`config.mk`:
```
export PLATFORM = sky130hd
export DESIGN_NAME = tfpw_horner
export DESIGN_NICKNAME = d
export VERILOG_FILES = /design/src/design/tfpw_pkg.sv /design/src/design/tfpw_horner.sv
export SDC_FILE = /design/constraint.sdc
export NUM_CORES = 2
export LEC_CHECK = 0
export ABC_AREA = 1
export BUFFER_PORTS_ARGS = -buffer_cell sky130_fd_sc_hd__buf_4
export CORE_MARGIN = 1
export CORE_UTILIZATION = 45
export CTS_CLUSTER_DIAMETER = 80
export CTS_CLUSTER_SIZE = 12
export DETAILED_ROUTE_END_ITERATION = 7
export GPL_TIMING_DRIVEN = 0
export HOLD_SLACK_MARGIN = 0.1
export SYNTH_ARGS = -nofsm -noshare
export SYNTH_HDL_FRONTEND = slang
export SYNTH_SLANG_ARGS = --single-unit
export TNS_END_PERCENT = 100
```
`constraint.sdc`:
```
create_clock -name clk_i -period 1 [get_ports clk_i]
set_input_delay 0.05 -clock clk_i [delete_from_list [all_inputs] [get_ports clk_i]]
set_output_delay 0.05 -clock clk_i [all_outputs]
set_load 0.02 [all_outputs]
```
`src/design/tfpw_pkg.sv`:
```
`timescale 1ns / 1ps
// ----------------------------------------------------------------------------
// Thrust force to pulse width: shared definitions
// Widths, fixed-point constants, polynomial coefficient tables and the
// pipeline payload types used by all stages of the converter.
// ----------------------------------------------------------------------------
package tfpw_pkg;

  localparam int FORCE_FRAC_BITS = 8;
  localparam int FORCE_W         = 16;
  localparam int FWD_W           = 15;
  localparam int DBW_W           = 13;
  localparam int PULSE_W         = 12;
  localparam int CFG_IDX_W       = 3;
  localparam int CFG_DATA_W      = 16;

  // Coefficients and the curve value are Q16.
  localparam int Q_FRAC   = 16;
  localparam int ACC_W    = 40;
  localparam int POLY_DEG = 7;

  // Kilogram-force conversion: f = trunc(m * 25 * 2^(18 - FORCE_FRAC_BITS) / 981),
  // done as a multiply by a rounded-up reciprocal that is exact for 16-bit m.
  localparam int     KGF_W      = 29 - FORCE_FRAC_BITS;
  localparam int     KGF_SHIFT  = 26 + FORCE_FRAC_BITS;
  localparam longint KGF_MULT   = ((64'sd25 <<< 44) + 64'sd980) / 64'sd981;
  localparam int     KGF_MULT_W = $clog2(KGF_MULT + 1);

  // Any deadband quotient at or above 2^QS_W drives the pulse past the limit on its side.
  localparam int QS_W       = 29;
  localparam int DIV_STEP   = 4;
  localparam int DIV_STAGES = (QS_W + DIV_STEP - 1) / DIV_STEP;
  localparam int DIV_QW     = DIV_STAGES * DIV_STEP;
  localparam int REM_W      = DBW_W + 1;
  localparam int DLT_W      = ACC_W - 1;
  localparam int PROD_W     = DBW_W + DLT_W;
  localparam int PLS_W      = ACC_W - Q_FRAC;

  localparam int LATENCY = 2 + POLY_DEG + 2 + DIV_STAGES + 1;

  typedef logic signed [ACC_W-1:0] acc_t;

  localparam acc_t CENTER    = acc_t'(longint'(1500) <<< Q_FRAC);
  localparam acc_t ACC_LIMIT = acc_t'(longint'(1) <<< 38);

  localparam acc_t POS_COEF [POLY_DEG+1] = '{
    40'sd100264073, 40'sd12659751, -40'sd10635100, 40'sd9817798,
    -40'sd5274207, 40'sd1550696, -40'sd233041, 40'sd14024
  };
  localparam acc_t NEG_COEF [POLY_DEG+1] = '{
    40'sd96344760, 40'sd15728626, 40'sd16846536, 40'sd20403954,
    40'sd14380720, 40'sd5544103, 40'sd1091517, 40'sd85962
  };

  localparam logic [FWD_W-1:0]          FWD_RST  = 15'd10216;
  localparam logic signed [FORCE_W-1:0] BWD_RST  = -16'sd7956;
  localparam logic [DBW_W-1:0]          DBW_RST  = 13'd512;
  localparam logic [PULSE_W-1:0]        PMIN_RST = 12'd1100;
  localparam logic [PULSE_W-1:0]        PMAX_RST = 12'd1900;

  typedef enum logic [CFG_IDX_W-1:0] {
    REG_MAX_FWD   = 3'd0,
    REG_MAX_BWD   = 3'd1,
    REG_DEADBAND  = 3'd2,
    REG_PULSE_MIN = 3'd3,
    REG_PULSE_MAX = 3'd4
  } cfg_idx_e;

  typedef struct packed {
    logic [FWD_W-1:0]          max_fwd;
    logic signed [FORCE_W-1:0] max_bwd;
    logic [DBW_W-1:0]          dbw;
    logic [PULSE_W-1:0]        pmin;
    logic [PULSE_W-1:0]        pmax;
  } cfg_t;

  typedef struct packed {
    logic valid;
    logic limited;
    logic db;
    logic xzero;
  } tag_t;

  typedef struct packed {
    tag_t                    tag;
    logic                    neg;
    logic signed [KGF_W-1:0] f;
    logic [DBW_W-1:0]        dmag;
    acc_t                    acc;
  } hpipe_t;

  typedef struct packed {
    tag_t              tag;
    logic              qneg;
    logic              sat;
    logic [REM_W-1:0]  rem;
    logic [DIV_QW-1:0] low;
    logic [DIV_QW-1:0] quo;
    acc_t              pwm;
  } dpipe_t;

endpackage

```
`src/design/tfpw_horner.sv`:
```
`timescale 1ns / 1ps
// ----------------------------------------------------------------------------
// Horner step
// One registered step of the curve: acc = sat(trunc0(acc * f / 2^16) + c),
// with the coefficient picked by the sign of the force.
// ----------------------------------------------------------------------------
module tfpw_horner import tfpw_pkg::*; (
  input  logic   clk_i,
  input  logic   rst_ni,
  input  hpipe_t pipe_i,
  input  acc_t   coef_pos_i,
  input  acc_t   coef_neg_i,
  output hpipe_t pipe_o
);

  localparam int AMAG_W = ACC_W - 1;
  localparam int FMAG_W = KGF_W - 1;
  localparam int MP_W   = AMAG_W + FMAG_W;
  localparam int PQ_W   = MP_W - Q_FRAC;
  localparam int SUM_W  = PQ_W + 2;

  hpipe_t pipe_d, pipe_q;

  always_comb begin
    logic [AMAG_W-1:0]       amag;
    logic [FMAG_W-1:0]       fmag;
    logic [MP_W-1:0]         mp;
    logic signed [SUM_W-1:0] ps, sum, lim;
    acc_t                    coef;
    amag = pipe_i.acc[ACC_W-1] ? AMAG_W'(-pipe_i.acc) : AMAG_W'(pipe_i.acc);
    fmag = pipe_i.f[KGF_W-1] ? FMAG_W'(-pipe_i.f) : FMAG_W'(pipe_i.f);
    mp   = MP_W'(amag) * MP_W'(fmag);
    ps   = $signed({2'b00, mp[MP_W-1:Q_FRAC]});
    if (pipe_i.acc[ACC_W-1] ^ pipe_i.f[KGF_W-1]) begin
      ps = -ps;
    end
    coef = pipe_i.neg ? coef_neg_i : coef_pos_i;
    sum  = ps + $signed({{(SUM_W-ACC_W){coef[ACC_W-1]}}, coef});
    lim  = $signed({{(SUM_W-ACC_W){1'b0}}, ACC_LIMIT});
    pipe_d = pipe_i;
    if (sum > lim) begin
      pipe_d.acc = ACC_LIMIT;
    end else if (sum < -lim) begin
      pipe_d.acc = -ACC_LIMIT;
    end else begin
      pipe_d.acc = sum[ACC_W-1:0];
    end
  end

  always_ff @(posedge clk_i or negedge rst_ni) begin
    if (!rst_ni) begin
      pipe_q <= '0;
    end else begin
      pipe_q <= pipe_d;
    end
  end

  assign pipe_o = pipe_q;

endmodule

```
* Word level (Yosys, flattened, before mapping) *
Index checks and enable logic that the tools add are counted.
W data, S select, Z words.

storage, ports and cells
  bits of input ports = 161
  output and inout port bits = 79
  flip-flop bits (word level) = 79
  word-level logic and storage cells = 22

operators by class
  magnitude comparators = 2
  bitwise operators = 1
  muxes and demuxes = 6
  multipliers = 1
  add/subtract/negate cells = 4

operators with widths
  cell                    number
  $mux W40                3
  $mul A39 B20 Y59        1
  $add A45 B40 Y45        1
  $gt A45 B40 Y1 const B  1
  $lt A45 B39 Y1 const B  1
  $mux W45                1
  $neg A43 Y45            1
  $mux W39                1
  $neg A39 Y39            1
  $mux W20                1
  $neg A20 Y20            1
  $xor A1 B1 Y1           1

* Longest topological paths before layout *
  word-level depth = 9
  gate-level depth with buffers = 72
  mapped depth without buffers = 69

* Least setup slack after synthesis *
No wires, ideal clock.

  path type = input to register
  start point = in pipe_i[0] in the netlist's numbering
  end point = reg pipe_q (netlist bit pipe_o[18])
  library setup time = 127 ps
  buffers on the path = 4
  arrival time = 10177 ps
  required time = 873 ps
  setup slack = -9304 ps
  stages on the path = 61
  cells stage by stage = inv_2 > clkbuf_1 > ha_1 > inv_1 > nor2_1 > inv_1 > nor2_1 > inv_1 > nor2_1 > inv_1 > nor2_1 > a41o_1 > o21ai_0 > a21oi_1 > xnor2_1 > clkbuf_1 > nand2_1 > fa_1 > [25 not listed] > xor2_1 > ha_1 > nand2_1 > nor2_1 > nand2_1 > nor4_1 > nand2_1 > nand2_1 > a31oi_1 > o21ba_2 > xor2_1 > inv_1 > nand3_1 > nand3_1 > nand2_2 > buf_6 > buf_12 > nor2_4

RTL lines
  element               line               RTL
  start, declared       tfpw_horner.sv:10  input hpipe_t pipe_i,
  end signal, assigned  tfpw_horner.sv:54  pipe_q <= pipe_d;
  end, declared         tfpw_horner.sv:22  hpipe_t pipe_d, pipe_q;

==> flow_summary.toml <==
[placed_design]
dp_hpwl_um = 111000
port_buffers = 238
gp_congestion = 1.01
placed_area_um2 = 38000
dp_cells = 5991

[detailed_routing]
finalWirelength_um = 135000
firstDrtPassIters = 6
ant_nets = 0
vias = 33352
drtIter0Drc = 2987
avgRoutedWirePerCell_um = 21.7
drc = 0
vias_per_cell = 5.35

[clock_network]
cts_root_buf = "clkbuf_16"
holdBufCountCts = 39
cts_max_level = 3
clock_sinks = 79
clock_path_buffers = 2
clkTransAtPathRegs_ps = 80
cts_tree = "yes"
cts_buffers = 9

[yosys]
synth_xor_xnor_area_share = 0.0251
syn_nets = 5812
synth_compound_area_frac = 0.0404
yosysSeqAreaShare = 0.0573
synth_ff_type = "dfrtp_1"
ys_types = 56
synth_simple_gate_area_frac = 0.266
synth_top_cell_by_area = "fa_1"
ys_ff_latch = 79
async_reset_ff_frac = 1.00
synth_edf_count = 0
synthesis.area_um2 = 34500
synth_top_family_by_area = "adder cells"
avgSynthCellArea_um2 = 7.22
synth.area.mux_share = 0.0127
netlist.area_leader.share = 0.384
yosys_warnings = 0
yosys.area_share.adder = 0.462
synth.area.top_cells = "fa_1 38%, nand2_1 14%, inv_1 12%"
syn-instance-count = 4774

[floorplan]
fp.dieArea_um2 = 77700
dieHeight_um = 279
core_um2 = 75800
rows = 101
ios = 240
die_w_um = 279
start_util = 0.455

[timing]
rsz0062_at_grt = "true"
finalHoldViolCount = 79
relSlewSlack = 0.297
finalCritPeriodShare = 11.3
setup_violations = 40
setup_ws_ps = -10320
tightestPinTransition_ps = 1050
finalSetupTns_ps = -409650
slew_viol_final = 0
period_needed_ps = 11320
holdWs_ps = -142
max_freq_mhz = 88.4

[cells_and_area]
fin_cells = 6236
nets = 6289
design_area_um2 = 43500
syn_to_final_growth_pct = 26.3
drive_above_1_share = 0.234
largest_reg_flops = 79

[critical_path]
critPathMaxStageDelay_ps = 590
cp-end-kind = "flip-flop"
cp_common_cell = "nand2_1"
crit_fanout = 10
crit_arrival_ps = 11620
worstSetupStartpointType = "input pin"
crit_required_ps = 1310
critPathSlowestCell = "fa_2"
worst-setup-path-type = "in -> reg"

[global_routing]
gr-total-overflow = 0
first_global_vias = 33096
grt_pass1_wl_um = 202000
antenna_found_initial = 4
grt_usage = 0.351
grt_start_max_net_pins = 80

[job]
max_cap_viol_count = 0

[run_status]
violations = "hold timing, setup timing"
outcome = "finished, violations left"

[hold_path]
hp-class = "in -> async"
==> worst paths after layout <==
kind	startpoint	endpoint	cells past startpoint
worst max-delay path	pipe_i[53]	pipe_o[30]	62
max in group asynchronous	rst_ni	pipe_o[75]	1
worst min-delay path	rst_ni	pipe_o[29]	1
min in group clk_i	pipe_i[52]	pipe_o[52]	2
==> kinds of logic after synthesis <==
kind of cell / after synthesis
compound gates: 252
flops: 79
buf+inv: 1232
fa+ha+maj: 877
xor+xnor: 93
simple gates: 2202
mux: 39
==> layer usage <==
metal / wire length (µm) / vias to the layer above / share of wire / global-route usage
met5: 201 / - / 0.0015 / 0.0144
met1: 56900 / 16374 / 0.42 / 0.494
met2: 56700 / 1668 / 0.42 / 0.516
li1: - / 15017 / - / -
met3: 15400 / 285 / 0.11 / 0.0865
met4: 6310 / 8 / 0.047 / 0.135
==> layout make-up <==
cell class | instances | area (µm²)
Fill cell | 7276 | 32300
Inverter | 1103 | 4240
Tap cell | 978 | 1220
Multi-Input combinational cell | 3463 | 30800
Clock buffer | 10 | 229
Buffer | 128 | 1170
Timing Repair Buffer | 467 | 3800
Clock inverter | 6 | 70.1
Sequential cell | 79 | 1980
Antenna cell | 2 | 5.00
==> Yosys cell counts (12+ instances only) <==
cell / number
fa_1: 662
a21oi_1: 125
xor2_1: 65
nor2_4: 24
clkinv_1: 12
nand2_1: 1290
dfrtp_1: 79
nor4_1: 15
xnor2_1: 21
o21ai_0: 79
buf_1: 12
inv_2: 19
nand3b_1: 25
ha_1: 215
nand2_2: 29
clkbuf_1: 103
nand3_1: 140
nor3_1: 27
o21bai_1: 17
inv_1: 1072
mux2_2: 39
nand4_1: 44
nor2_1: 566
==> cells in the final DEF (no fill, tap or decap), types with 68 or more instances in the layout <==
cell type	n
ha_1	159
nor2_4	76
nor2_1	458
nand2_1	1149
nand2_2	129
inv_1	1024
dfrtp_1	79
buf_4	415
a21oi_1	68
fa_1	638
nand3_1	122
==> through the flow <==
stage          hold slack [ps]  utilization  setup slack [ps]
6_report                  -142        0.574            -10320
5_1_grt                  -39.0        0.574            -10550
4_1_cts                  -95.1        0.552             -9850
3_5_place_dp               160        0.501            -12950
3_3_place_gp               159        0.501            -13000
2_1_floorplan             -246            -             -8820
==> worst max-delay path, delay by kind of cell <==
family / cells / cell delay, ps
AO/OA/AOI/OAI: 3 / 540
XOR/XNOR: 3 / 740
adder cells (fa/ha/maj): 9 / 4120
buffers and inverters: 13 / 1730
AND/OR/NAND/NOR: 34 / 4380
==> timing repair <==
item                                    CTS  global route
hold endpoints to repair                118            79
buffers inserted                        123            63
resized for setup                       564           320
cloned                                    0             3
pin swaps                               122           151
endpoints found under the setup margin   40            40
Power is left out: the tool's default activity adds up to more than one toggle a clock period on the data nets, which glitch-free logic cannot reach.
