===== config.mk =====
export PLATFORM = sky130hd
export DESIGN_NAME = tfpw_div
export DESIGN_NICKNAME = d
export VERILOG_FILES = /design/src/design/tfpw_pkg.sv /design/src/design/tfpw_div_step.sv /design/src/design/tfpw_div.sv
export SDC_FILE = /design/constraint.sdc
export NUM_CORES = 2
export LEC_CHECK = 0
export ABC_AREA = 1
export BUFFER_PORTS_ARGS = -buffer_cell sky130_fd_sc_hd__buf_2
export CORE_ASPECT_RATIO = 1.75
export CORE_MARGIN = 10
export CORE_UTILIZATION = 45
export DETAILED_ROUTE_END_ITERATION = 7
export MAX_ROUTING_LAYER = met4
export PLACE_DENSITY = 0.68
export SYNTH_ARGS = -nofsm -noshare
export SYNTH_HDL_FRONTEND = slang
export SYNTH_HIERARCHICAL = 1
export SYNTH_SLANG_ARGS = --single-unit

===== constraint.sdc =====
create_clock -name clk_i -period 8.1 [get_ports clk_i]
set_input_delay 1.62 -clock clk_i [delete_from_list [all_inputs] [get_ports clk_i]]
set_output_delay 1.62 -clock clk_i [all_outputs]
set_load 0.01 [all_outputs]

===== src/design/tfpw_pkg.sv =====
`timescale 1ns / 1ps
// ----------------------------------------------------------------------------
// Thrust force to pulse width: shared definitions
// Widths, fixed-point constants, polynomial coefficient tables and the
// pipeline payload types used by all stages of the converter.
// ----------------------------------------------------------------------------
package tfpw_pkg;

  localparam int FORCE_FRAC_BITS = 8;
  localparam int FORCE_W         = 16;
  localparam int FWD_W           = 15;
  localparam int DBW_W           = 13;
  localparam int PULSE_W         = 12;
  localparam int CFG_IDX_W       = 3;
  localparam int CFG_DATA_W      = 16;

  // Coefficients and the curve value are Q16.
  localparam int Q_FRAC   = 16;
  localparam int ACC_W    = 40;
  localparam int POLY_DEG = 7;

  // Kilogram-force conversion: f = trunc(m * 25 * 2^(18 - FORCE_FRAC_BITS) / 981),
  // done as a multiply by a rounded-up reciprocal that is exact for 16-bit m.
  localparam int     KGF_W      = 29 - FORCE_FRAC_BITS;
  localparam int     KGF_SHIFT  = 26 + FORCE_FRAC_BITS;
  localparam longint KGF_MULT   = ((64'sd25 <<< 44) + 64'sd980) / 64'sd981;
  localparam int     KGF_MULT_W = $clog2(KGF_MULT + 1);

  // Any deadband quotient at or above 2^QS_W drives the pulse past the limit on its side.
  localparam int QS_W       = 29;
  localparam int DIV_STEP   = 4;
  localparam int DIV_STAGES = (QS_W + DIV_STEP - 1) / DIV_STEP;
  localparam int DIV_QW     = DIV_STAGES * DIV_STEP;
  localparam int REM_W      = DBW_W + 1;
  localparam int DLT_W      = ACC_W - 1;
  localparam int PROD_W     = DBW_W + DLT_W;
  localparam int PLS_W      = ACC_W - Q_FRAC;

  localparam int LATENCY = 2 + POLY_DEG + 2 + DIV_STAGES + 1;

  typedef logic signed [ACC_W-1:0] acc_t;

  localparam acc_t CENTER    = acc_t'(longint'(1500) <<< Q_FRAC);
  localparam acc_t ACC_LIMIT = acc_t'(longint'(1) <<< 38);

  localparam acc_t POS_COEF [POLY_DEG+1] = '{
    40'sd100264073, 40'sd12659751, -40'sd10635100, 40'sd9817798,
    -40'sd5274207, 40'sd1550696, -40'sd233041, 40'sd14024
  };
  localparam acc_t NEG_COEF [POLY_DEG+1] = '{
    40'sd96344760, 40'sd15728626, 40'sd16846536, 40'sd20403954,
    40'sd14380720, 40'sd5544103, 40'sd1091517, 40'sd85962
  };

  localparam logic [FWD_W-1:0]          FWD_RST  = 15'd10216;
  localparam logic signed [FORCE_W-1:0] BWD_RST  = -16'sd7956;
  localparam logic [DBW_W-1:0]          DBW_RST  = 13'd512;
  localparam logic [PULSE_W-1:0]        PMIN_RST = 12'd1100;
  localparam logic [PULSE_W-1:0]        PMAX_RST = 12'd1900;

  typedef enum logic [CFG_IDX_W-1:0] {
    REG_MAX_FWD   = 3'd0,
    REG_MAX_BWD   = 3'd1,
    REG_DEADBAND  = 3'd2,
    REG_PULSE_MIN = 3'd3,
    REG_PULSE_MAX = 3'd4
  } cfg_idx_e;

  typedef struct packed {
    logic [FWD_W-1:0]          max_fwd;
    logic signed [FORCE_W-1:0] max_bwd;
    logic [DBW_W-1:0]          dbw;
    logic [PULSE_W-1:0]        pmin;
    logic [PULSE_W-1:0]        pmax;
  } cfg_t;

  typedef struct packed {
    logic valid;
    logic limited;
    logic db;
    logic xzero;
  } tag_t;

  typedef struct packed {
    tag_t                    tag;
    logic                    neg;
    logic signed [KGF_W-1:0] f;
    logic [DBW_W-1:0]        dmag;
    acc_t                    acc;
  } hpipe_t;

  typedef struct packed {
    tag_t              tag;
    logic              qneg;
    logic              sat;
    logic [REM_W-1:0]  rem;
    logic [DIV_QW-1:0] low;
    logic [DIV_QW-1:0] quo;
    acc_t              pwm;
  } dpipe_t;

endpackage


===== src/design/tfpw_div_step.sv =====
`timescale 1ns / 1ps
// ----------------------------------------------------------------------------
// Divider step
// Registered slice of the restoring divider for the deadband interpolation,
// producing a few quotient bits per stage.
// ----------------------------------------------------------------------------
module tfpw_div_step import tfpw_pkg::*; (
  input  logic             clk_i,
  input  logic             rst_ni,
  input  dpipe_t           pipe_i,
  input  logic [DBW_W-1:0] dbw_i,
  output dpipe_t           pipe_o
);

  dpipe_t pipe_d, pipe_q;

  always_comb begin
    logic [REM_W-1:0]  r;
    logic [DIV_QW-1:0] lo, qo;
    r  = pipe_i.rem;
    lo = pipe_i.low;
    qo = pipe_i.quo;
    for (int j = 0; j < DIV_STEP; j++) begin
      r  = {r[REM_W-2:0], lo[DIV_QW-1]};
      lo = {lo[DIV_QW-2:0], 1'b0};
      if (r >= {1'b0, dbw_i}) begin
        r  = r - {1'b0, dbw_i};
        qo = {qo[DIV_QW-2:0], 1'b1};
      end else begin
        qo = {qo[DIV_QW-2:0], 1'b0};
      end
    end
    pipe_d     = pipe_i;
    pipe_d.rem = r;
    pipe_d.low = lo;
    pipe_d.quo = qo;
  end

  always_ff @(posedge clk_i or negedge rst_ni) begin
    if (!rst_ni) begin
      pipe_q <= '0;
    end else begin
      pipe_q <= pipe_d;
    end
  end

  assign pipe_o = pipe_q;

endmodule


===== src/design/tfpw_div.sv =====
`timescale 1ns / 1ps
// ----------------------------------------------------------------------------
// Deadband interpolation divider
// Forms |force| * |curve edge - center|, checks it against the saturation
// point and divides it by the deadband width in a chain of divider steps.
// ----------------------------------------------------------------------------
module tfpw_div import tfpw_pkg::*; (
  input  logic             clk_i,
  input  logic             rst_ni,
  input  hpipe_t           pipe_i,
  input  logic [DBW_W-1:0] dbw_i,
  output dpipe_t           pipe_o
);

  localparam int SC_W = PROD_W - QS_W;

  tag_t              p_tag_q;
  logic              p_neg_d, p_neg_q;
  logic [PROD_W-1:0] p_prod_d, p_prod_q;
  acc_t              p_pwm_q;
  dpipe_t            s_d, s_q;
  dpipe_t            stg [DIV_STAGES+1];

  always_comb begin
    logic signed [ACC_W:0] dl;
    logic [DLT_W-1:0]      dlm;
    dl       = {pipe_i.acc[ACC_W-1], pipe_i.acc} - {CENTER[ACC_W-1], CENTER};
    dlm      = dl[ACC_W] ? DLT_W'(-dl) : DLT_W'(dl);
    p_neg_d  = dl[ACC_W];
    p_prod_d = PROD_W'(pipe_i.dmag) * PROD_W'(dlm);
  end

  always_comb begin
    s_d.tag  = p_tag_q;
    s_d.qneg = p_neg_q;
    s_d.sat  = (p_prod_q[PROD_W-1:QS_W] >= SC_W'(dbw_i));
    s_d.rem  = p_prod_q[DIV_QW +: REM_W];
    s_d.low  = p_prod_q[DIV_QW-1:0];
    s_d.quo  = '0;
    s_d.pwm  = p_pwm_q;
  end

  always_ff @(posedge clk_i or negedge rst_ni) begin
    if (!rst_ni) begin
      p_tag_q  <= '0;
      p_neg_q  <= 1'b0;
      p_prod_q <= '0;
      p_pwm_q  <= '0;
      s_q      <= '0;
    end else begin
      p_tag_q  <= pipe_i.tag;
      p_neg_q  <= p_neg_d;
      p_prod_q <= p_prod_d;
      p_pwm_q  <= pipe_i.acc;
      s_q      <= s_d;
    end
  end

  assign stg[0] = s_q;

  for (genvar s = 0; s < DIV_STAGES; s++) begin : g_step
    tfpw_div_step u_step (
      .clk_i  (clk_i),
      .rst_ni (rst_ni),
      .pipe_i (stg[s]),
      .dbw_i  (dbw_i),
      .pipe_o (stg[s+1])
    );
  end

  assign pipe_o = stg[DIV_STAGES];

endmodule


### Word-level counts from Yosys, hierarchy flattened

Index checks and enable logic that the tools add are counted.

* flip-flop bits (word level): 917
* logic and storage cells: 228

* add/sub/neg operators: 34
* multiply operators: 1
* magnitude comparators: 33
* multiplexer cells: 65

Operators with widths (number)
* 14-bit by 13-bit greater-or-equal comparator with 1-bit output: 32
* 13-bit 2-to-1 mux: 31
* 13-bit subtractor: 31
* 13-bit by 39-bit multiplier with 52-bit output: 1
* 40-bit by 28-bit subtractor with 41-bit output (second input constant): 1
* 39-bit 2-to-1 mux: 1
* 39-bit negator: 1
* 1-bit 2-to-1 mux: 32
* 23-bit by 13-bit greater-or-equal comparator with 1-bit output: 1
* 14-bit 2-to-1 mux: 1
* 14-bit by 13-bit subtractor with 14-bit output: 1

### Depth between registers and ports, before layout

* depth after elaboration: 8
* mapped depth: 55
* depth with buffers taken out: 52

### Modules after synthesis

The synthesis kept the hierarchy.

By module, submodules not included
* tfpw_div: times used 1, cells an instance 2726, area an instance 23090.9 µm²
* tfpw_div_step (g_step[4].u_step ...): times used 3, cells an instance 752, area an instance 6840.3 µm²
* tfpw_div_step (g_step[0].u_step ...): times used 3, cells an instance 758, area an instance 6497.5 µm²
* tfpw_div_step (g_step[3].u_step): times used 1, cells an instance 726, area an instance 6482.5 µm²
* tfpw_div_step (g_step[7].u_step): times used 1, cells an instance 732, area an instance 6465.0 µm²

### Worst setup path after synthesis

Ideal clock, no wire load.

* path type: input -> register
* start point: in dbw_i[0]
* end point: reg g_step[7].u_step.pipe_q (netlist bit g_step[7].u_step/pipe_o[108])
* arrival time: 7.759 ns
* data required time: 7.983 ns
* path slack: 0.224 ns
* stages on the path: 46
* buffers on the path: 3
* cell sequence: ha_1 -> fa_1 -> inv_1 -> nand2_1 -> nand3_1 -> nand2_2 -> nand3_2 -> inv_1 -> buf_2 -> nand2_1 -> o21ai_0 -> ha_1 -> a21oi_1 -> o21ai_2 -> nand2_1 -> nand3_1 -> a21oi_2 -> nand3_4 -> (+10 left out) -> nand2_1 -> nand2_1 -> nand2_1 -> inv_1 -> nand3_4 -> o21ai_1 -> inv_1 -> fa_1 -> o21ai_0 -> a21oi_1 -> o21ai_0 -> nand3_1 -> nand2_1 -> o21a_1 -> inv_1 -> buf_2 -> nand3_1 -> nand2_1

RTL lines
* start, declared: line tfpw_div.sv:11 `input logic [DBW_W-1:0] dbw_i,`
* end signal, assigned: line tfpw_div_step.sv:43 `pipe_q <= pipe_d;`
* end, declared: line tfpw_div_step.sv:15 `dpipe_t pipe_d, pipe_q;`

==> metrics.csv <==
metric,value,unit
timing.final.ws_setup,0.295,ns
io_pins,218,
mostFrequentLayoutCell,nand2_1,
die_y,552,um
tritoncts,built,
grt_pass1_wl,351000,um
crit_slowest_cell,ha_1,
arrival,8.38,ns
fmax,128,MHz
core_area,0.161,mm2
rr_startpoint,g_step[0].u_step/pipe_o[115],
cpPeakStageDelay,0.33,ns
overflow,0,
fin_nets,11700,
cts-root-buf,clkbuf_16,
syn_area_per_cell,8.53,um2
remaining_drc_errors,0,
netlist_area,0.0727,mm2
finalMaxSlewViolations,0,
crit_type,input pin to register,
vias,63200,
final.min_clock_period,7.81,ns
crit_top_cell,nand2_1,
cts_buffer_depth,3,
cts.htree.levels,3,
grt_max_degree,182,
hold_class,register to register,
cts_buffers,91,
wl,229000,um
drt_iter0_drc,3128,
grt.total_usage,0.261,
final_cell_mix,"nand2_1 (2,054), buf_4 (1,848), inv_1 (1,327)",
dp_hpwl,187000,um
startpoint_type,input pin,
grt_pass1_vias,66900,
areaGrowthSynthToFinish,31.0,%
path_max_fanout,13,
finClkSkew,0.0758,ns
hold_buffers,0,
crit_required,8.68,ns
viasPerCell,4.95,
worst_pin_slew,1.13,ns
slew-limit-headroom,0.242,
drive_gt1_frac,0.288,
cp-startpoint,dbw_i[8],
hold_violations,0,
antenna_found_initial,5,
rrSetupSlack,1.26,ns
syn_inst,8522,
finalSetupViolCount,0,
dr.pass1.iters,6,
dp_slack,-0.879,ns
wl_per_cell,18.0,um
cap_violations,0,
tns,0,ns
gp_congestion,0.997,
die_area,0.179,mm2
ant_nets,0,
clkTransAtPathRegs,0.07,ns
clkSinkCount,1029,
ff2ff_path_depth,49,
rows,195,
r2r-end,g_step[1].u_step/pipe_o[114],
start_util,0.452,
end_kind,register,
critPathCapture,g_step[1].u_step/pipe_o[114],
final.period_utilization,0.964,
ys_warn_count,6,
status,completed,
io_buffer_count,191,
dieWidth,324,um
clock_latency,0.74,ns
-- what timing repair did --
item,4_1_cts,5_1_grt
pin swaps,1,96
gates cloned,0,14
setup buffers,1,64
gates resized for setup,7,376
endpoints found under the setup margin,59,113
-- sequential cells by signal, indices dropped and copies added, names as in the netlist --
name,flops
g_step.u_step/pipe_o,841
s_q,91
p_prod_q,52
p_pwm_q,40
p_tag_q,4
p_neg_q,1
-- routing by layer --
| layer | routed length (um) | part of all wire | up-vias | GRT usage |
|---|---|---|---|---|
| met5 | 0 | 0 | - | - |
| met4 | 20300 | 0.088 | 0 | 0.193 |
| met3 | 7120 | 0.031 | 779 | 0.0219 |
| met2 | 125000 | 0.55 | 1499 | 0.491 |
| met1 | 76600 | 0.33 | 30300 | 0.242 |
| li1 | - | - | 30700 | - |
-- layout make-up --
class	count	area, um2
Fill cell	14100	65700
Multi-Input combinational cell	5931	41900
Sequential cell	1029	25700
Timing Repair Buffer	2113	16100
Inverter	1447	5500
Tap cell	2068	2590
Clock buffer	110	2490
Clock inverter	58	866
Timing Repair inverter	2	20.0
Antenna cell	3	7.51
-- through the flow --
| step | hold WS (ns) | std cells | util | area (um2) |
|---|---|---|---|---|
| finish | 0.281 | 12800 | 0.592 | 95300 |
| global route | 0.283 | 12800 | 0.592 | 95300 |
| CTS | 0.284 | 12700 | 0.578 | 93000 |
| detailed placement | 0.335 | 12500 | 0.557 | 89600 |
| global placement | 0.331 | 12500 | 0.557 | 89600 |
| floorplan | 0.331 | 8546 | - | 72800 |
-- critical path: cells and delay by family --
| family | cells | cell delay [ns] |
|---|---|---|
| compound gates | 7 | 1.01 |
| fa+ha+maj | 4 | 1.12 |
| buf+inv | 18 | 1.98 |
| simple gates | 25 | 2.64 |
-- worst min path at each step --
stage                                            start                           end  slack, ns  depth (start not counted)
after detailed placement                       s_q[10]   g_step[0].u_step/pipe_o[10]       0.33                          0
after global placement    g_step[5].u_step/pipe_o[123]  g_step[6].u_step/pipe_o[123]       0.33                          0
after CTS                  g_step[4].u_step/pipe_o[15]   g_step[5].u_step/pipe_o[15]       0.28                          0
after global routing       g_step[4].u_step/pipe_o[15]   g_step[5].u_step/pipe_o[15]       0.28                          0
final                      g_step[4].u_step/pipe_o[15]   g_step[5].u_step/pipe_o[15]       0.28                          0
after floorplan                                 s_q[0]    g_step[0].u_step/pipe_o[0]       0.33                          0
Power is left out: the tool's default activity adds up to more than one toggle a clock period on the data nets, which glitch-free logic cannot reach.
