--- config.mk ---
export PLATFORM = sky130hd
export DESIGN_NAME = tfpw_front
export DESIGN_NICKNAME = d
export VERILOG_FILES = /design/src/design/tfpw_pkg.sv /design/src/design/tfpw_front.sv
export SDC_FILE = /design/constraint.sdc
export NUM_CORES = 1
export LEC_CHECK = 0
export ABC_AREA = 1
export BUFFER_PORTS_ARGS = -buffer_cell sky130_fd_sc_hd__buf_2
export CAP_MARGIN = 25
export CORE_ASPECT_RATIO = 0.8
export CORE_UTILIZATION = 55
export CTS_BUF_LIST = sky130_fd_sc_hd__clkbuf_8
export DETAILED_ROUTE_END_ITERATION = 10
export PLACE_DENSITY = 0.76
export SLEW_MARGIN = 20
export SYNTH_ARGS = -nofsm -noshare
export SYNTH_HDL_FRONTEND = slang
export SYNTH_SLANG_ARGS = --single-unit
--- constraint.sdc ---
create_clock -name clk_i -period 17.3 [get_ports clk_i]
set_input_delay 3.46 -clock clk_i [delete_from_list [all_inputs] [get_ports clk_i]]
set_output_delay 3.46 -clock clk_i [all_outputs]
set_load 0.05 [all_outputs]
--- src/design/tfpw_pkg.sv ---
`timescale 1ns / 1ps
// ----------------------------------------------------------------------------
// Thrust force to pulse width: shared definitions
// Widths, fixed-point constants, polynomial coefficient tables and the
// pipeline payload types used by all stages of the converter.
// ----------------------------------------------------------------------------
package tfpw_pkg;

  localparam int FORCE_FRAC_BITS = 8;
  localparam int FORCE_W         = 16;
  localparam int FWD_W           = 15;
  localparam int DBW_W           = 13;
  localparam int PULSE_W         = 12;
  localparam int CFG_IDX_W       = 3;
  localparam int CFG_DATA_W      = 16;

  // Coefficients and the curve value are Q16.
  localparam int Q_FRAC   = 16;
  localparam int ACC_W    = 40;
  localparam int POLY_DEG = 7;

  // Kilogram-force conversion: f = trunc(m * 25 * 2^(18 - FORCE_FRAC_BITS) / 981),
  // done as a multiply by a rounded-up reciprocal that is exact for 16-bit m.
  localparam int     KGF_W      = 29 - FORCE_FRAC_BITS;
  localparam int     KGF_SHIFT  = 26 + FORCE_FRAC_BITS;
  localparam longint KGF_MULT   = ((64'sd25 <<< 44) + 64'sd980) / 64'sd981;
  localparam int     KGF_MULT_W = $clog2(KGF_MULT + 1);

  // Any deadband quotient at or above 2^QS_W drives the pulse past the limit on its side.
  localparam int QS_W       = 29;
  localparam int DIV_STEP   = 4;
  localparam int DIV_STAGES = (QS_W + DIV_STEP - 1) / DIV_STEP;
  localparam int DIV_QW     = DIV_STAGES * DIV_STEP;
  localparam int REM_W      = DBW_W + 1;
  localparam int DLT_W      = ACC_W - 1;
  localparam int PROD_W     = DBW_W + DLT_W;
  localparam int PLS_W      = ACC_W - Q_FRAC;

  localparam int LATENCY = 2 + POLY_DEG + 2 + DIV_STAGES + 1;

  typedef logic signed [ACC_W-1:0] acc_t;

  localparam acc_t CENTER    = acc_t'(longint'(1500) <<< Q_FRAC);
  localparam acc_t ACC_LIMIT = acc_t'(longint'(1) <<< 38);

  localparam acc_t POS_COEF [POLY_DEG+1] = '{
    40'sd100264073, 40'sd12659751, -40'sd10635100, 40'sd9817798,
    -40'sd5274207, 40'sd1550696, -40'sd233041, 40'sd14024
  };
  localparam acc_t NEG_COEF [POLY_DEG+1] = '{
    40'sd96344760, 40'sd15728626, 40'sd16846536, 40'sd20403954,
    40'sd14380720, 40'sd5544103, 40'sd1091517, 40'sd85962
  };

  localparam logic [FWD_W-1:0]          FWD_RST  = 15'd10216;
  localparam logic signed [FORCE_W-1:0] BWD_RST  = -16'sd7956;
  localparam logic [DBW_W-1:0]          DBW_RST  = 13'd512;
  localparam logic [PULSE_W-1:0]        PMIN_RST = 12'd1100;
  localparam logic [PULSE_W-1:0]        PMAX_RST = 12'd1900;

  typedef enum logic [CFG_IDX_W-1:0] {
    REG_MAX_FWD   = 3'd0,
    REG_MAX_BWD   = 3'd1,
    REG_DEADBAND  = 3'd2,
    REG_PULSE_MIN = 3'd3,
    REG_PULSE_MAX = 3'd4
  } cfg_idx_e;

  typedef struct packed {
    logic [FWD_W-1:0]          max_fwd;
    logic signed [FORCE_W-1:0] max_bwd;
    logic [DBW_W-1:0]          dbw;
    logic [PULSE_W-1:0]        pmin;
    logic [PULSE_W-1:0]        pmax;
  } cfg_t;

  typedef struct packed {
    logic valid;
    logic limited;
    logic db;
    logic xzero;
  } tag_t;

  typedef struct packed {
    tag_t                    tag;
    logic                    neg;
    logic signed [KGF_W-1:0] f;
    logic [DBW_W-1:0]        dmag;
    acc_t                    acc;
  } hpipe_t;

  typedef struct packed {
    tag_t              tag;
    logic              qneg;
    logic              sat;
    logic [REM_W-1:0]  rem;
    logic [DIV_QW-1:0] low;
    logic [DIV_QW-1:0] quo;
    acc_t              pwm;
  } dpipe_t;

endpackage

--- src/design/tfpw_front.sv ---
`timescale 1ns / 1ps
// ----------------------------------------------------------------------------
// Front end: force clamp and kilogram-force conversion
// Clamps the force to the configured limits, flags limiting and deadband use,
// then converts the curve operand to Q16 kilogram-force in a second stage.
// ----------------------------------------------------------------------------
module tfpw_front import tfpw_pkg::*; (
  input  logic                      clk_i,
  input  logic                      rst_ni,
  input  logic                      valid_i,
  input  logic signed [FORCE_W-1:0] force_i,
  input  cfg_t                      cfg_i,
  output hpipe_t                    pipe_o
);

  localparam int MP_W = FORCE_W + KGF_MULT_W;

  tag_t               a_tag_d, a_tag_q;
  logic               a_neg_d, a_neg_q;
  logic [FORCE_W-1:0] a_mag_d, a_mag_q;
  hpipe_t             b_d, b_q;

  always_comb begin
    logic signed [FORCE_W:0] fz, fwd, bwd, x1, x2;
    fz  = {force_i[FORCE_W-1], force_i};
    fwd = {2'b00, cfg_i.max_fwd};
    bwd = {cfg_i.max_bwd[FORCE_W-1], cfg_i.max_bwd};
    x1  = (fz > fwd) ? fwd : fz;
    x2  = (x1 < bwd) ? bwd : x1;
    a_mag_d = x2[FORCE_W] ? FORCE_W'(-x2) : x2[FORCE_W-1:0];
    a_neg_d = x2[FORCE_W];
    a_tag_d.valid   = valid_i;
    a_tag_d.limited = (x2 != fz);
    a_tag_d.db      = (a_mag_d <= FORCE_W'(cfg_i.dbw));
    a_tag_d.xzero   = (x2 == '0);
  end

  always_comb begin
    logic [FORCE_W-1:0]   m;
    logic [MP_W-1:0]      prod;
    logic [KGF_W-2:0]     fmag;
    logic signed [KGF_W-1:0] fpos;
    m    = a_tag_q.db ? FORCE_W'(cfg_i.dbw) : a_mag_q;
    prod = MP_W'(m) * MP_W'(KGF_MULT);
    fmag = prod[KGF_SHIFT +: KGF_W-1];
    fpos = $signed({1'b0, fmag});
    b_d.tag  = a_tag_q;
    b_d.neg  = a_neg_q;
    b_d.f    = a_neg_q ? -fpos : fpos;
    b_d.dmag = a_mag_q[DBW_W-1:0];
    b_d.acc  = a_neg_q ? NEG_COEF[POLY_DEG] : POS_COEF[POLY_DEG];
  end

  always_ff @(posedge clk_i or negedge rst_ni) begin
    if (!rst_ni) begin
      a_tag_q <= '0;
      a_neg_q <= 1'b0;
      a_mag_q <= '0;
      b_q     <= '0;
    end else begin
      a_tag_q <= a_tag_d;
      a_neg_q <= a_neg_d;
      a_mag_q <= a_mag_d;
      b_q     <= b_d;
    end
  end

  assign pipe_o = b_q;

endmodule

* Word level (Yosys, flattened, before mapping)
Index checks and enable logic that the tools add are counted.
** Storage, ports and cells
- Logic and storage cells :: 28
- Input port bits :: 87
- Bits in registers :: 77
** Operators by class
- Reduce and logical (&&, ||, !) cells :: 1
- Order comparisons :: 3
- Equal/unequal tests :: 1
- $mul :: 1
- Add/sub/neg operators :: 2
- Mux-type cells :: 6
** Operator list (count)
- multiplier 16 x 39 -> 54 bit, second input constant :: 1
- 2-to-1 mux 17 bit :: 3
- 2-to-1 mux 16 bit :: 2
- 2-to-1 mux 21 bit :: 1
- negation 20 -> 21 bit :: 1
- logical NOT 17 bit :: 1
- < comparator 17 x 16 -> 1 bit :: 1
- != test 17 x 16 -> 1 bit :: 1
- greater-than comparator 16 bit :: 1
- less-or-equal comparator 16 x 13 -> 1 bit :: 1
- negation 16 bit :: 1

* Depth between registers and ports, before layout
- Word-level depth :: 7
- Mapped depth :: 47

* Least setup slack after synthesis
No wires, ideal clock.
- Kind :: input -> register
- From :: input port cfg_i[33] in the netlist's numbering
- To :: register b_q (netlist bit pipe_o[71])
- Stages on the path :: 31
- Data arrival time :: 9.711 ns
- Setup slack :: 7.472 ns
- Setup time :: 0.117 ns
- Path buffers :: 0
- Path through :: inv_1 o21ai_0 fa_1 inv_1 fa_1 inv_1 fa_1 fa_1 inv_1 fa_1 fa_1 inv_1 ha_1 nand2_1 nand2_1 a31oi_1 inv_1 a21oi_1 o21ai_0 inv_1 nand2_1 xor2_2 ha_1 nand3_1 or2_1 nor2_2 inv_2 o21ai_2 nand2_1 nand2_1 nand2_1
** RTL lines
- start, declared :: line tfpw_front.sv:12 : input cfg_t cfg_i,
- end signal, assigned :: line tfpw_front.sv:59 : b_q <= '0;
- end signal, assigned :: line tfpw_front.sv:64 : b_q <= b_d;
- end, declared :: line tfpw_front.sv:21 : hpipe_t b_d, b_q;

==> impl_metrics.env <==
export IMPL_status="finished clean"
export IMPL_mostFrequentLayoutCell="inv_1"
export IMPL_ctsLongestPathBuffers=2
export IMPL_clkTransAtPathRegs_ps=70
export IMPL_grt_overflow=0
export IMPL_synthFlopType="dfrtp_1"
export IMPL_postCtsSetupRepairBufs=0
export IMPL_rsz0062_at_grt="no"
export IMPL_netlist_instances=1818
export IMPL_avgViaCountPerCell=5.30
export IMPL_hpwl_mm=34.4
export IMPL_syn_cell_area_um2=14500
export IMPL_die_h_um=147
export IMPL_grt_pass1_vias=11800
export IMPL_hold_path_class="reg -> reg"
export IMPL_yosys_register_bits=62
export IMPL_cts_tree="done"
export IMPL_layout_min_cycle_time_ps=10490
export IMPL_clk_latency_ps=360
export IMPL_vias=12100
export IMPL_skew_ps=10.8
export IMPL_fin_area_um2=15500
export IMPL_yosys_warnings=0
export IMPL_grt_max_degree=63
export IMPL_r2r_slack_ps=9200
export IMPL_syn_to_final_growth_pct=6.73
export IMPL_ctsHoldBuffers=0
export IMPL_core_area_um2=25600
export IMPL_timing_rr_end="pipe_o[71]$_DFF_PN0_"
export IMPL_startpoint_type="input pin"
export IMPL_numCtsBuffers=9
export IMPL_crit_required_ps=17560
export IMPL_fmax_ghz=0.0953
export IMPL_finalHoldViolations=0
export IMPL_async_flop_share_pct=100
export IMPL_slew_headroom_pct=34.2
export IMPL_dieArea_um2=27100
export IMPL_cp_data_arrival_time_ps=10750
export IMPL_diodes=0
export IMPL_r2r_start="a_tag_q[1]$_DFF_PN0_"
export IMPL_final_nets=2451
export IMPL_synth_edff_count=0
export IMPL_dpl_instance_area_um2=15300
export IMPL_dr_first_iter_drc_count=706
export IMPL_path_buf_inv=11
export IMPL_htree_num_levels=3
export IMPL_post_route_cells_drive_above_1_share_pct=10.6
export IMPL_critPathKind="in -> reg"
export IMPL_finalWirelength_mm=38.8
export IMPL_cp_top_family="adder cells"
export IMPL_wl_per_cell_um=17.0
export IMPL_reg2reg_depth=31
export IMPL_rows=52
export IMPL_antenna_found_initial=0
export IMPL_setup_viol=0
export IMPL_finalCritPeriodShare_pct=60.7
export IMPL_grtUsageTotal_pct=29.5
export IMPL_crit_path_frequent_cell="inv_1"
export IMPL_cts_resized=0
export IMPL_clockRootBuffer="clkbuf_8"
export IMPL_tightest_slew_ps=984
export IMPL_critical_path_max_stage_delay_ps=590
export IMPL_grt_pass1_wl_mm=61.1
export IMPL_setup_worst_path_end="pipe_o[71]$_DFF_PN0_"
export IMPL_io_buffers=113
export IMPL_cp_depth=34
export IMPL_first_pass_iters=5
export IMPL_slew_violations=0
export IMPL_critPathCaptureType="register"
export IMPL_fin_tns_setup_ps=0
export IMPL_cts_sinks=62
export IMPL_start_util_pct=56.7
export IMPL_ioPinCount=166
export IMPL_antenna_left=0
export IMPL_critPathSlowestCell="ha_1"
export IMPL_startpoint="cfg_i[36]"
export IMPL_maxCapViolations=0
export IMPL_syn_area_per_cell_um2=8.00
export IMPL_gp_congestion=1.05
export IMPL_die_width_um=184
export IMPL_synthDistinctLibCells=52
export IMPL_critical_path_peak_fanout=7
export IMPL_drc=0
export IMPL_seq_area_frac_synth_pct=10.7
export IMPL_layout_common_cells="inv_1, nand2_1, ha_1, fa_1, nor2_1"
[cells in the mapped netlist, types with 3 or more instances]
| library cell | instances | area [um^2] |
|---|---|---|
| nand2_4 | 11 | 124 |
| o211ai_1 | 3 | 22.5 |
| o21a_1 | 4 | 30.0 |
| o21ai_2 | 6 | 52.6 |
| nand2_1 | 290 | 1090 |
| xnor2_1 | 27 | 236 |
| nor4_1 | 5 | 31.3 |
| buf_2 | 4 | 20.0 |
| o21ai_0 | 74 | 370 |
| nor2_2 | 6 | 37.5 |
| nand4_1 | 17 | 106 |
| clkbuf_1 | 6 | 22.5 |
| xor2_1 | 27 | 236 |
| ha_1 | 270 | 3380 |
| nand2_2 | 22 | 138 |
| o21bai_1 | 5 | 37.5 |
| inv_1 | 427 | 1600 |
| and3_1 | 4 | 25.0 |
| a21oi_1 | 82 | 410 |
| nand3_2 | 7 | 70.1 |
| nor2_1 | 118 | 443 |
| nand3b_1 | 3 | 22.5 |
| o21ai_1 | 4 | 20.0 |
| dfrtp_1 | 62 | 1550 |
| fa_1 | 169 | 3380 |
| buf_4 | 38 | 285 |
| nand3_1 | 49 | 245 |
| a31oi_1 | 13 | 81.3 |
| inv_2 | 9 | 33.8 |
| nor3_1 | 18 | 90.1 |
| a21o_1 | 11 | 82.6 |
[state kept, by name (all words and copies together), names as in the netlist]
signal,count
a_tag_q,4
a_mag_q,16
pipe_o,41
a_neg_q,1
[worst min path at each step]
stage	from	slack [ps]	to	depth (start not counted)
finish	a_tag_q[3]$_DFF_PN0_	350	pipe_o[78]$_DFF_PN0_	0
global route	a_tag_q[0]$_DFF_PN0_	370	pipe_o[75]$_DFF_PN0_	0
CTS	a_tag_q[0]$_DFF_PN0_	350	pipe_o[75]$_DFF_PN0_	0
detailed placement	a_tag_q[0]$_DFF_PN0_	340	pipe_o[75]$_DFF_PN0_	0
global placement	a_tag_q[3]$_DFF_PN0_	330	pipe_o[78]$_DFF_PN0_	0
floorplan	a_tag_q[0]$_DFF_PN0_	330	pipe_o[75]$_DFF_PN0_	0
[cell families after synthesis]
| logic type | count (synthesis) | synth area share, % |
|---|---|---|
| DFF | 62 | 10.7 |
| buffers and inverters | 487 | 13.7 |
| AOI/OAI and AO/OA | 213 | 8.35 |
| and+or+nand+nor | 560 | 17.3 |
| xor gates and xnor gates | 55 | 3.36 |
| other | 2 | 0.0516 |
| adders and majority gates | 439 | 46.5 |
[layout make-up]
| type | count | area [um^2] |
|---|---|---|
| Tap cell | 351 | 439 |
| Sequential cell | 62 | 1550 |
| Inverter | 436 | 1640 |
| Multi-Input combinational cell | 1296 | 11100 |
| Clock buffer | 9 | 124 |
| Timing Repair Buffer | 120 | 618 |
| Fill cell | 2357 | 10100 |
| Clock inverter | 7 | 58.8 |
[layer usage]
| metal | track usage (%) | up-vias | wire, um |
|---|---|---|---|
| li1 | - | 5828 | - |
| met1 | 40.6 | 5692 | 17400 |
| met2 | 46.9 | 503 | 17200 |
| met3 | 6.09 | 72 | 2990 |
| met4 | 8.67 | 0 | 1210 |
| met5 | 0 | - | 0 |
[worst reg2reg max path: cells and delay by family, from the launching register on]
family | cells | cell delay, ps
fa+ha+maj | 8 | 3900
simple gates | 10 | 1130
xor+xnor | 1 | 230
flops | 1 | 630
compound gates | 3 | 1120
buf+inv | 9 | 980
[metrics by stage]
stage	instances	hold WS (ps)	worst slack [ps]	utilization, %
after floorplan	1845	331	7470	-
after global placement	2265	333	6610	59.8
after detailed placement	2265	339	6480	59.8
after CTS	2281	355	6860	60.6
after global routing	2281	369	6370	60.6
final	2281	353	6810	60.6
Power is not shown: default switching activity piles up to over one toggle a cycle in this logic, so the estimate is an artifact.
